<file path="src/rtl/pst_pkg.sv">
`timescale 1ns / 1ps
package pst_pkg;
	localparam int MaxProc = 32;
	localparam int IdxW = $clog2(MaxProc);
	localparam int CntW = IdxW + 1;
	localparam int SumW = 40;

	typedef enum logic [3:0] {
		ST_LOAD, ST_SORT_RD, ST_SORT_CMP, ST_SORT_WR, ST_SORT_WR_HI, ST_ACC, ST_DIV,
		ST_OUT_RD, ST_OUT
	} state_t;

	typedef struct packed {
		logic load;
		logic clr;
		logic sort_init;
		logic sort_rd;
		logic sort_wr;
		logic sort_wr_hi;
		logic sort_next;
		logic acc_init;
		logic acc_step;
		logic div_start;
		logic out_init;
		logic out_rd;
		logic out_next;
	} cmd_t;

	typedef struct packed {
		logic sort_done;
		logic acc_done;
		logic div_done;
		logic out_last;
		logic full;
	} status_t;
endpackage

</file>
<file path="src/rtl/pst_ctrl.sv">
`timescale 1ns / 1ps
module pst_ctrl
	import pst_pkg::*;
(
	input  logic    clk,
	input  logic    arst_n,
	input  logic    in_fire,
	input  logic    in_last,
	input  logic    out_fire,
	input  status_t sts,
	output cmd_t    cmd,
	output logic    s_ready,
	output logic    m_valid
);
	state_t state_q, state_d;

	always_ff @(posedge clk or negedge arst_n) begin
		if (!arst_n) state_q <= ST_LOAD;
		else state_q <= state_d;
	end

	always_comb begin
		state_d = state_q;
		case (state_q)
			ST_LOAD:       if (in_fire && in_last) state_d = ST_SORT_RD;
			ST_SORT_RD:    state_d = sts.sort_done ? ST_ACC : ST_SORT_CMP;
			ST_SORT_CMP:   state_d = ST_SORT_WR;
			ST_SORT_WR:    state_d = ST_SORT_WR_HI;
			ST_SORT_WR_HI: state_d = ST_SORT_RD;
			ST_ACC:        if (sts.acc_done) state_d = ST_DIV;
			ST_DIV:        if (sts.div_done) state_d = ST_OUT_RD;
			ST_OUT_RD:     state_d = ST_OUT;
			ST_OUT:        if (out_fire) state_d = sts.out_last ? ST_LOAD : ST_OUT_RD;
			default:       state_d = ST_LOAD;
		endcase
	end

	always_comb begin
		cmd = '0;
		s_ready = 1'b0;
		m_valid = 1'b0;
		case (state_q)
			ST_LOAD: begin
				s_ready = 1'b1;
				cmd.load = in_fire;
				cmd.sort_init = in_fire && in_last;
			end
			ST_SORT_RD: begin
				cmd.sort_rd = !sts.sort_done;
				cmd.acc_init = sts.sort_done;
			end
			ST_SORT_WR: cmd.sort_wr = 1'b1;
			ST_SORT_WR_HI: begin
				cmd.sort_wr_hi = 1'b1;
				cmd.sort_next = 1'b1;
			end
			ST_ACC: begin
				cmd.acc_step = 1'b1;
				cmd.div_start = sts.acc_done;
			end
			ST_DIV: cmd.out_init = sts.div_done;
			ST_OUT_RD: cmd.out_rd = 1'b1;
			ST_OUT: begin
				m_valid = 1'b1;
				cmd.out_rd = 1'b1;
				cmd.out_next = out_fire;
				cmd.clr = out_fire && sts.out_last;
			end
			default: ;
		endcase
	end
endmodule

</file>
<file path="src/rtl/pst_div.sv">
`timescale 1ns / 1ps
module pst_div
	import pst_pkg::*;
(
	input  logic            clk,
	input  logic            arst_n,
	input  logic            start,
	input  logic [SumW-1:0] num_a,
	input  logic [SumW-1:0] num_b,
	input  logic [CntW-1:0] den,
	output logic [28:0]     quo_a,
	output logic [28:0]     quo_b,
	output logic            done
);
	// restoring division, one quotient bit per cycle for both sums
	logic [SumW-1:0] qa_q, qb_q;
	logic [CntW:0]   ra_q, rb_q;
	logic [5:0]      cnt_q;
	logic            busy_q;
	logic [CntW:0]   ta, tb;

	assign ta = {ra_q[CntW-1:0], qa_q[SumW-1]};
	assign tb = {rb_q[CntW-1:0], qb_q[SumW-1]};

	always_ff @(posedge clk or negedge arst_n) begin
		if (!arst_n) begin
			busy_q <= 1'b0;
			cnt_q <= '0;
		end else if (start) begin
			busy_q <= 1'b1;
			cnt_q <= 6'(SumW);
		end else if (busy_q) begin
			cnt_q <= cnt_q - 6'd1;
			if (cnt_q == 6'd1) busy_q <= 1'b0;
		end
	end

	always_ff @(posedge clk) begin
		if (start) begin
			qa_q <= num_a;
			qb_q <= num_b;
			ra_q <= '0;
			rb_q <= '0;
		end else if (busy_q) begin
			if (ta >= {1'b0, den}) begin
				ra_q <= ta - {1'b0, den};
				qa_q <= {qa_q[SumW-2:0], 1'b1};
			end else begin
				ra_q <= ta;
				qa_q <= {qa_q[SumW-2:0], 1'b0};
			end
			if (tb >= {1'b0, den}) begin
				rb_q <= tb - {1'b0, den};
				qb_q <= {qb_q[SumW-2:0], 1'b1};
			end else begin
				rb_q <= tb;
				qb_q <= {qb_q[SumW-2:0], 1'b0};
			end
		end
	end

	assign done = !busy_q && !start;
	assign quo_a = qa_q[28:0];
	assign quo_b = qb_q[28:0];
endmodule

</file>
<file path="src/rtl/pst_dp.sv">
`timescale 1ns / 1ps
module pst_dp
	import pst_pkg::*;
(
	input  logic        clk,
	input  logic        arst_n,
	input  cmd_t        cmd,
	input  logic [15:0] burst_in,
	input  logic [7:0]  prio_in,
	output status_t     sts,
	output logic [5:0]  number,
	output logic [7:0]  prio_o,
	output logic [15:0] burst_o,
	output logic [20:0] wait_o,
	output logic [20:0] tat_o,
	output logic [28:0] avg_w,
	output logic [28:0] avg_t,
	output logic        ovf,
	output logic        last_o
);
	// one record per entry: {id, prio, burst}; single write / two read ports
	localparam int RecW = IdxW + 8 + 16;
	logic [RecW-1:0] mem [MaxProc];
	logic [RecW-1:0] rd_i_q, rd_k_q;

	logic [CntW-1:0] cnt_q;
	logic            drop_q;
	logic [IdxW-1:0] i_q, k_q;
	logic [CntW-1:0] p_q;
	logic            swap_q;
	logic [20:0]     wt_q;
	logic [SumW-1:0] sw_q, st_q;
	logic [IdxW-1:0] ra, rb;
	logic            we;
	logic [IdxW-1:0] wa;
	logic [RecW-1:0] wd;
	logic [20:0]     wt_next;
	logic            acc_go;
	logic            acc_v_q;

	assign acc_go = cmd.acc_step && (p_q != cnt_q);

	assign sts.full = (cnt_q == CntW'(MaxProc));
	assign sts.sort_done = ({1'b0, i_q} + CntW'(1) >= cnt_q);
	assign sts.acc_done = (p_q == cnt_q) && !acc_v_q;
	assign sts.out_last = (p_q + CntW'(1) == cnt_q);

	always_comb begin
		ra = i_q;
		rb = k_q;
		we = 1'b0;
		wa = cnt_q[IdxW-1:0];
		wd = {cnt_q[IdxW-1:0], prio_in, burst_in};
		if (cmd.load && !sts.full) we = 1'b1;
		if (cmd.acc_step || cmd.out_rd) ra = p_q[IdxW-1:0];
		if (cmd.sort_wr && swap_q) begin
			we = 1'b1;
			wa = i_q;
			wd = rd_k_q;
		end
		if (cmd.sort_wr_hi && swap_q) begin
			we = 1'b1;
			wa = k_q;
			wd = rd_i_q;
		end
	end

	always_ff @(posedge clk) begin
		if (we) mem[wa] <= wd;
		rd_i_q <= mem[ra];
		rd_k_q <= mem[rb];
	end

	assign wt_next = wt_q + 21'(rd_i_q[15:0]);

	always_ff @(posedge clk or negedge arst_n) begin
		if (!arst_n) begin
			cnt_q <= '0;
			drop_q <= 1'b0;
			i_q <= '0;
			k_q <= '0;
			p_q <= '0;
			swap_q <= 1'b0;
		end else begin
			if (cmd.load) begin
				if (sts.full) drop_q <= 1'b1;
				else cnt_q <= cnt_q + CntW'(1);
			end
			if (cmd.sort_init) begin
				i_q <= '0;
				k_q <= IdxW'(1);
			end
			if (cmd.sort_rd) swap_q <= 1'b0;
			else if (!cmd.sort_wr && !cmd.sort_wr_hi)
				swap_q <= rd_i_q[23:16] > rd_k_q[23:16];
			// advance k over the later positions, then i
			if (cmd.sort_next) begin
				if ({1'b0, k_q} + CntW'(1) >= cnt_q) begin
					i_q <= i_q + IdxW'(1);
					k_q <= i_q + IdxW'(2);
				end else k_q <= k_q + IdxW'(1);
			end
			if (cmd.acc_init || cmd.out_init) p_q <= '0;
			if (acc_go) p_q <= p_q + CntW'(1);
			if (cmd.out_next) p_q <= p_q + CntW'(1);
			if (cmd.clr) begin
				cnt_q <= '0;
				drop_q <= 1'b0;
			end
		end
	end

	// accumulate the waiting sums; read data arrives in the cycle after its address
	always_ff @(posedge clk or negedge arst_n) begin
		if (!arst_n) acc_v_q <= 1'b0;
		else acc_v_q <= acc_go;
	end

	always_ff @(posedge clk) begin
		if (cmd.acc_init || cmd.out_init) wt_q <= '0;
		if (cmd.acc_init) begin
			sw_q <= '0;
			st_q <= '0;
		end
		if (acc_v_q) begin
			sw_q <= sw_q + SumW'(wt_q);
			st_q <= st_q + SumW'(wt_next);
			wt_q <= wt_next;
		end
		if (cmd.out_next) wt_q <= wt_next;
	end

	logic div_done;
	pst_div u_div (
		.clk   (clk),
		.arst_n(arst_n),
		.start (cmd.div_start),
		.num_a ({sw_q[SumW-9:0], 8'd0}),
		.num_b ({st_q[SumW-9:0], 8'd0}),
		.den   (cnt_q),
		.quo_a (avg_w),
		.quo_b (avg_t),
		.done  (div_done)
	);
	assign sts.div_done = div_done && !acc_v_q;

	assign number = 6'({1'b0, rd_i_q[RecW-1:24]} + 6'd1);
	assign prio_o = rd_i_q[23:16];
	assign burst_o = rd_i_q[15:0];
	assign wait_o = wt_q;
	assign tat_o = wt_next;
	assign ovf = drop_q;
	assign last_o = sts.out_last;
endmodule

</file>
<file path="src/rtl/priority_schedule_timing.sv">
`timescale 1ns / 1ps
// Non-preemptive priority scheduler. Load up to 32 processes, one request per
// cycle (burst, priority); the request with tlast starts scheduling. Requests
// past capacity are dropped and reported through the overflow flag. The set
// is sorted by an in-place exchange sort over a two-read-port record memory,
// each compare passing read, compare, write-low and write-high states, then
// summed, then both averages are divided by one restoring divider working on
// both sums in parallel, then results are streamed. Loading waits until the
// final result of the previous schedule is taken.
module priority_schedule_timing
	import pst_pkg::*;
(
	input  logic         clk,
	input  logic         arst_n,
	input  logic         s_tvalid,
	output logic         s_tready,
	input  logic [23:0]  s_tdata,  // burst_time[15:0], priority_level[23:16]
	input  logic         s_tlast,  // last_process
	output logic         m_tvalid,
	input  logic         m_tready,
	output logic [135:0] m_tdata,  // process_number, priority_out, burst_out,
	                               // waiting_time, turnaround_time, avg_wait_q8,
	                               // avg_turnaround_q8 (bits 0..129), zero fill
	output logic         m_tuser,  // overflow_flag
	output logic         m_tlast   // last_result
);
	cmd_t        cmd;
	status_t     sts;
	logic        in_fire, out_fire;
	logic [5:0]  number;
	logic [7:0]  prio_o;
	logic [15:0] burst_o;
	logic [20:0] wait_o, tat_o;
	logic [28:0] avg_w, avg_t;

	assign in_fire = s_tvalid && s_tready;
	assign out_fire = m_tvalid && m_tready;

	pst_ctrl u_ctrl (
		.clk(clk), .arst_n(arst_n), .in_fire(in_fire), .in_last(s_tlast),
		.out_fire(out_fire), .sts(sts), .cmd(cmd), .s_ready(s_tready),
		.m_valid(m_tvalid)
	);

	pst_dp u_dp (
		.clk(clk), .arst_n(arst_n), .cmd(cmd), .burst_in(s_tdata[15:0]),
		.prio_in(s_tdata[23:16]), .sts(sts), .number(number), .prio_o(prio_o),
		.burst_o(burst_o), .wait_o(wait_o), .tat_o(tat_o), .avg_w(avg_w),
		.avg_t(avg_t), .ovf(m_tuser), .last_o(m_tlast)
	);

	assign m_tdata = {6'd0, avg_t, avg_w, tat_o, wait_o, burst_o, prio_o, number};

	// never accept and emit at once
	assert property (@(posedge clk) disable iff (!arst_n) !(s_tready && m_tvalid))
		else $error("load and emit overlap");
	// turnaround is wait plus burst
	assert property (@(posedge clk) disable iff (!arst_n)
		m_tvalid |-> tat_o == wait_o + 21'(burst_o))
		else $error("turnaround mismatch");
	// after the last result the block returns to loading
	assert property (@(posedge clk) disable iff (!arst_n)
		(m_tvalid && m_tready && m_tlast) |=> s_tready)
		else $error("no return to load");
endmodule
</file>
<file path="config.mk">
export PLATFORM = sky130hd
export DESIGN_NAME = priority_schedule_timing
export DESIGN_NICKNAME = d
export VERILOG_FILES = /design/src/rtl/pst_pkg.sv /design/src/rtl/pst_ctrl.sv /design/src/rtl/pst_div.sv /design/src/rtl/pst_dp.sv /design/src/rtl/priority_schedule_timing.sv
export SDC_FILE = /design/constraint.sdc
export NUM_CORES = 2
export LEC_CHECK = 0
export ABC_AREA = 1
export ABC_CLOCK_PERIOD_IN_PS = 5000
export BUFFER_PORTS_ARGS = -buffer_cell sky130_fd_sc_hd__buf_2
export CORE_UTILIZATION = 35
export CTS_CLUSTER_SIZE = 14
export DETAILED_ROUTE_END_ITERATION = 6
export HOLD_SLACK_MARGIN = 0.02
export PLACE_DENSITY = 0.61
export RECOVER_POWER = 25
export REMOVE_ABC_BUFFERS = 1
export SYNTH_ARGS = -nofsm -noshare
export SYNTH_HDL_FRONTEND = slang
export SYNTH_SLANG_ARGS = --single-unit
</file>
<file path="constraint.sdc">
create_clock -name clk -period 5 [get_ports clk]
set_input_delay 0.25 -clock clk [delete_from_list [all_inputs] [get_ports clk]]
set_output_delay 0.25 -clock clk [all_outputs]
set_load 0.03 [all_outputs]
</file>
-- Word-level counts from Yosys, hierarchy flattened
Memories as Yosys holds them, arrays and structs flattened. A register that Yosys moved wholly into a read port is not among the register bits.
Cells that the tools add are included.
- add/subtract/negate cells: 14
- magnitude comparators: 5
- eq/ne operators: 18
- mux-type cells: 66
- reductions and logical operators: 34
- operators by type and width (operator ; count):
    40-bit two-way mux ; 7
    40-bit by 21-bit adder with 40-bit output ; 2
    21-bit two-way mux ; 3
    6-bit two-way mux ; 10
    29-bit two-way mux ; 2
    5-bit two-way mux ; 9
    4-bit case mux with 9 select lines ; 1
    1-bit two-way mux ; 26
    21-bit by 16-bit adder with 21-bit output ; 1
    5-bit by 1-bit adder with 6-bit output (second input constant) ; 3
    4-bit by 3-bit == test with 1-bit output (second input constant) ; 4
    4-bit two-way mux ; 4
    7-bit by 6-bit >= comparator with 1-bit output ; 2
    6-bit by 1-bit adder with 6-bit output (second input constant) ; 2
    6-bit == test ; 2
    6-bit >= comparator ; 2
    1-bit logical AND ; 12
    2-bit nonzero test ; 6
    6-bit subtractor ; 2
    5-bit by 1-bit adder with 5-bit output (second input constant) ; 2
    4-bit by 2-bit == test with 1-bit output (second input constant) ; 2
    8-bit > comparator ; 1
    2-bit by 1-bit != test with 1-bit output (second input constant) ; 4
    1-bit zero test ; 7
    other kinds (16) ; 21
- register bits after elaboration: 229
- memory bits (writable): 928
- logic and storage cells: 157
- memories kept: 1
- memory list (name ; depth ; bits a word ; rd ports ; clocked after Yosys merged registers in ; write ports ; line ; source):
    u_dp.mem ; 32 ; 29 ; 2 ; 2 ; 1 ; pst_dp.sv:23 ; logic [RecW-1:0] mem [MaxProc];

-- Depth between registers and ports, before layout
- depth in word-level cells: 11
- mapped depth: 24

-- Hierarchy
From an unflattened synthesis, not the netlist that was laid out.
- cell total of the unflattened synthesis: 7955
- area total of the unflattened synthesis: 66227.3 um^2
- by module, submodules not included (module ; instances ; cells each ; area each (um^2) ; seq. area each (um^2)):
    pst_dp ; 1 ; 7245 ; 60316.6 ; 32205.9
    pst_div ; 1 ; 621 ; 5439.0 ; 2817.7
    pst_ctrl ; 1 ; 78 ; 407.9 ; 100.1
    priority_schedule_timing ; 1 ; 11 ; 63.8 ; 0.0

-- Worst setup path before layout
OpenSTA, ideal clock, no wires.
- path kind: reg2reg
- start: register u_dp.p_q[3]
- end: register u_dp.wt_q[0], in the netlist u_dp.wait_o[0] (enable)
- library setup time: 462 ps
- data arrival time: 3588 ps
- setup slack: 950 ps
- cell stages (with the launch flop): 10
- buffers on the path: 1
- clock period less this slack: 4050 ps
- path through: dfrtp_1 -> clkbuf_1 -> xnor2_1 -> nand2_1 -> nor2_1 -> nand4_2 -> nand2_1 -> inv_2 -> nand3_1 -> nand3_1
- word-level cells in the longest chain between the ends: 9
- ends and longest elaborated chain (element ; line ; source):
    start, declared ; pst_dp.sv:29 ; logic [CntW-1:0] p_q;
    start signal, assigned ; pst_dp.sv:104 ; if (acc_go) p_q <= p_q + CntW'(1);
    start signal, assigned ; pst_dp.sv:105 ; if (cmd.out_next) p_q <= p_q + CntW'(1);
    6-bit == test ; pst_dp.sv:45 ; assign sts.acc_done = (p_q == cnt_q) && !acc_v_q;
    1-bit logical AND ; pst_dp.sv:45 ;
    2-bit two-way mux ; pst_ctrl.sv:42 ; case (state_q)
    1-bit zero test ; pst_div.sv:62 ; assign done = !busy_q && !start;
    1-bit logical AND ; pst_div.sv:62 ;
    1-bit logical AND ; pst_dp.sv:145 ; assign sts.div_done = div_done && !acc_v_q;
    1-bit two-way mux ; pst_ctrl.sv:42 ;
    1-bit logical OR ; pst_dp.sv:120 ; if (cmd.acc_init || cmd.out_init) wt_q <= '0;
    3-bit nonzero test (no line) ; - ;
    end signal, assigned ; pst_dp.sv:128 ; wt_q <= wt_next;
    end signal, assigned ; pst_dp.sv:130 ; if (cmd.out_next) wt_q <= wt_next;
    end, declared ; pst_dp.sv:31 ; logic [20:0] wt_q;
No other way between the ends.
A chain may end at the register's enable or synchronous reset.

==> results.sh <==
export IMPL_fin_area_sq_um=72730
export IMPL_r2r_start="u_dp.k_q[2]"
export IMPL_cts_root_buf="clkbuf_16"
export IMPL_hold_path_endpoint="u_dp.mem[2][14]"
export IMPL_power_per_cell_area_nw_per_um2=606.8
export IMPL_max_slew_margin_pct=-117.8
export IMPL_via_per_inst=5.605
export IMPL_skew_ns=0.03262
export IMPL_fp_dieH_um=433.4
export IMPL_grt_pass1_wl_mm=349.7
export IMPL_syn_area_per_cell_sq_um=8.550
export IMPL_r2r_end="u_dp.rd_k_q[14]"
export IMPL_path_max_fanout=45
export IMPL_leakagePower_nw=29.98
export IMPL_cts_buffer_depth=3
export IMPL_syn2layout_area_growth_pct=11.66
export IMPL_cp_data_arrival_time_ns=5.52
export IMPL_finalPower_mw=44.13
export IMPL_whs_path_depth=3
export IMPL_grt_max_degree=239
export IMPL_top_level_ports=169
export IMPL_antenna_found_initial=6
export IMPL_path_clk_slew_ns=0.06
export IMPL_synth_edf_count=1077
export IMPL_syn_inst=7619
export IMPL_seq_area_sq_um=34980
export IMPL_crit_top_cell="nand2_1"
export IMPL_core_area_sq_um=184100
export IMPL_place_area_sq_um=68430
export IMPL_yosys_top_cells_count="1,418 x nand2_1, 1,169 x nand3_1, 1,157 x inv_1"
export IMPL_post_cts_buffers=0
export IMPL_multi_input_area_sq_um=23480
export IMPL_cts_sinks=1199
export IMPL_fin_hold_ws_ns=0.06582
export IMPL_routed_wl_mm=239.8
export IMPL_wl_per_cell_um=23.67
export IMPL_start_kind="register"
export IMPL_die_w_um=433.4
export IMPL_tns_ns=0
export IMPL_dpl_hpwl_mm=138.9
export IMPL_cts_buffers=137
export IMPL_slowest_delay_ns=2.33
export IMPL_cp_data_required_time_ns=5.72
export IMPL_dominantRegCellSynth="edfxtp_1"
export IMPL_min_path_type="in2reg"
export IMPL_clock_latency_ns=0.80
export IMPL_yosysSeqAreaShare_pct=53.67
export IMPL_yosys_top_cells_area="edfxtp_1 50%, nand3_1 9.0%, nand2_1 8.2%, inv_1 6.7%, o21ai_0 4.9%"
export IMPL_route_detailed_drc=0
export IMPL_grt_pass1_vias=53410
export IMPL_drtIter0Drc=7897
export IMPL_cts_tree="yes"
export IMPL_n_fill_cell=18210
export IMPL_finalSetupViolCount=0
export IMPL_post_route_period_util_pct=96.10
export IMPL_slew_viol_final=254
export IMPL_dr_pass1_iters=7
export IMPL_antenna_left=0
export IMPL_rrSetupSlack_ns=0.19
export IMPL_path_cells="inv_4 > clkbuf_1 > o21ai_0 > o22ai_1 > nand2_1 > nand2_1"
export IMPL_crit_type="reg2reg"
export IMPL_overflow=0
export IMPL_nets=7685
export IMPL_start_util_pct=35.39
export IMPL_drv_cap=5
export IMPL_synth_cell_type_count=50
export IMPL_fmax_mhz=208.1
export IMPL_port_buffers=162
export IMPL_failed_checks="max-capacitance violations, max-slew violations"
export IMPL_cp_slowest_cell="clkbuf_1"
export IMPL_post_route_min_period_ns=4.805
export IMPL_rr_worst_depth=6
export IMPL_rows=157
export IMPL_timing_final_ws_setup_ns=0.1948
export IMPL_hold_start="s_tdata[14]"
export IMPL_synth_warnings=0
export IMPL_htreeDepth=4
export IMPL_critPathLaunch="u_dp.k_q[2]"
export IMPL_dp_slack_ns=0.7856
export IMPL_drive_above_1_share_pct=6.173
export IMPL_track_usage_pct=24.96
export IMPL_vias=56760
export IMPL_synth_top_area_cell="edfxtp_1"
export IMPL_crit_path_end_kind="register"
export IMPL_routabilityCongestion=0.8983
export IMPL_rsz0062_at_grt="false"
export IMPL_dieArea_sq_um=187800
export IMPL_ys_ff_latch=1199
export IMPL_synth_most_common_cell="nand2_1"
export IMPL_status="finished, violations left"
export IMPL_netlist_area_leader_share_pct=49.65
export IMPL_synth_async_reset_ratio_pct=3.003
export IMPL_syn_area_sq_um=65140
export IMPL_ir_worst_vdd_uv=629.7
export IMPL_hold_viol_final=0
export IMPL_worstMarginPinSlew_ns=3.267
[power by group]
group | internal [mW] | total [mW] | switching, mW
Clock | 5.87 | 10.1 | 4.26
Combinational | 5.40 | 20.3 | 14.9
Sequential | 12.7 | 13.7 | 0.981
[critical path: cells and delay by family (launching register included)]
family | cells | cell delay, ns
AOI/OAI and AO/OA | 2 | 0.84
buffers and inverters | 2 | 2.81
DFF | 1 | 0.80
and+or+nand+nor | 2 | 0.22
[cell type report]
| cell class | instances | share of cell area (%) |
|---|---|---|
| diodes | 1 | 0.003441 |
| inverters | 1166 | 6.040 |
| flip-flops and latches | 1199 | 48.09 |
| clock inverters | 64 | 0.8274 |
| multi-input cells | 4720 | 32.29 |
| clock buffers | 186 | 5.295 |
| repair buffers | 328 | 3.217 |
| well taps | 2464 | 4.239 |
[placed cells by master (no fill, tap or decap), types with 27 or more instances in the layout]
master        n
nand2_1    1414
nand3_1    1167
inv_1      1156
edfxtp_1   1077
o21ai_0     640
nor2_1      475
a21oi_1     402
clkbuf_1    167
clkbuf_16   144
o22ai_1     117
ha_1         99
buf_4        98
dfxtp_1      86
o211ai_1     53
a22o_1       48
buf_2        44
buf_12       38
a221oi_1     36
nor3_1       34
nor2_4       33
dfrtp_1      31
xor2_1       29
clkinv_2     27
[stage by stage]
stage / util, % / cells
after floorplan: - / 7085
after global placement: 37.18 / 9867
after detailed placement: 37.18 / 9867
after CTS: 39.65 / 10130
after global routing: 39.51 / 10130
final: 39.52 / 10130
[what timing repair did]
action | CTS | global route
gates resized for setup | 0 | 0
hold buffers | 10 | 0
endpoints found under the hold margin | 86 | 0
[layer usage]
metal	track usage, %	share of wire (%)	vias to the layer above	wire, um
met2	38.71	44	3578	105700
met1	32.61	39	27030	93720
li1	-	-	25430	-
met4	12.89	5.6	4	13390
met3	5.463	11	724	26950
met5	0	0.013	-	31
[state kept, by name, indices dropped and copies added, names as in the netlist, 5 cells and up]
signal / count
u_dp.u_div.rb_q: 6
u_dp.i_q: 5
u_dp.k_q: 5
u_dp.wait_o: 21
u_dp.st_q: 32
u_dp.u_div.qb_q: 40
u_dp.u_div.ra_q: 6
u_dp.p_q: 6
u_dp.rd_k_q: 29
u_dp.mem: 928
u_dp.rd_i_q: 29
u_dp.u_div.qa_q: 40
u_dp.u_div.cnt_q: 6
u_dp.cnt_q: 6
u_dp.sw_q: 32
[how the worst max path moves through the flow]
stage / to
after floorplan: u_dp.mem[17][0]
after global placement: u_dp.st_q[23]
after detailed placement: u_dp.st_q[23]
after CTS: u_dp.st_q[23]
after global routing: u_dp.rd_k_q[1]
final: u_dp.rd_k_q[14]
[cell families (layout without fill, tap and decap cells)]
| kind of cell | Yosys count | count (layout) | share of synthesized area, % |
|---|---|---|---|
| buffers and inverters | 1705 | 1744 | 10.95 |
| AO/OA/AOI/OAI | 1396 | 1396 | 11.94 |
| AND/OR/NAND/NOR | 3169 | 3169 | 20.77 |
| other | 1 | 7 | 0.005757 |
| flip-flops | 1199 | 1199 | 53.67 |
| adder cells (fa/ha/maj) | 104 | 104 | 2.055 |
| XOR/XNOR | 45 | 45 | 0.6050 |
Note: power is estimated with default switching activity, not from simulation.
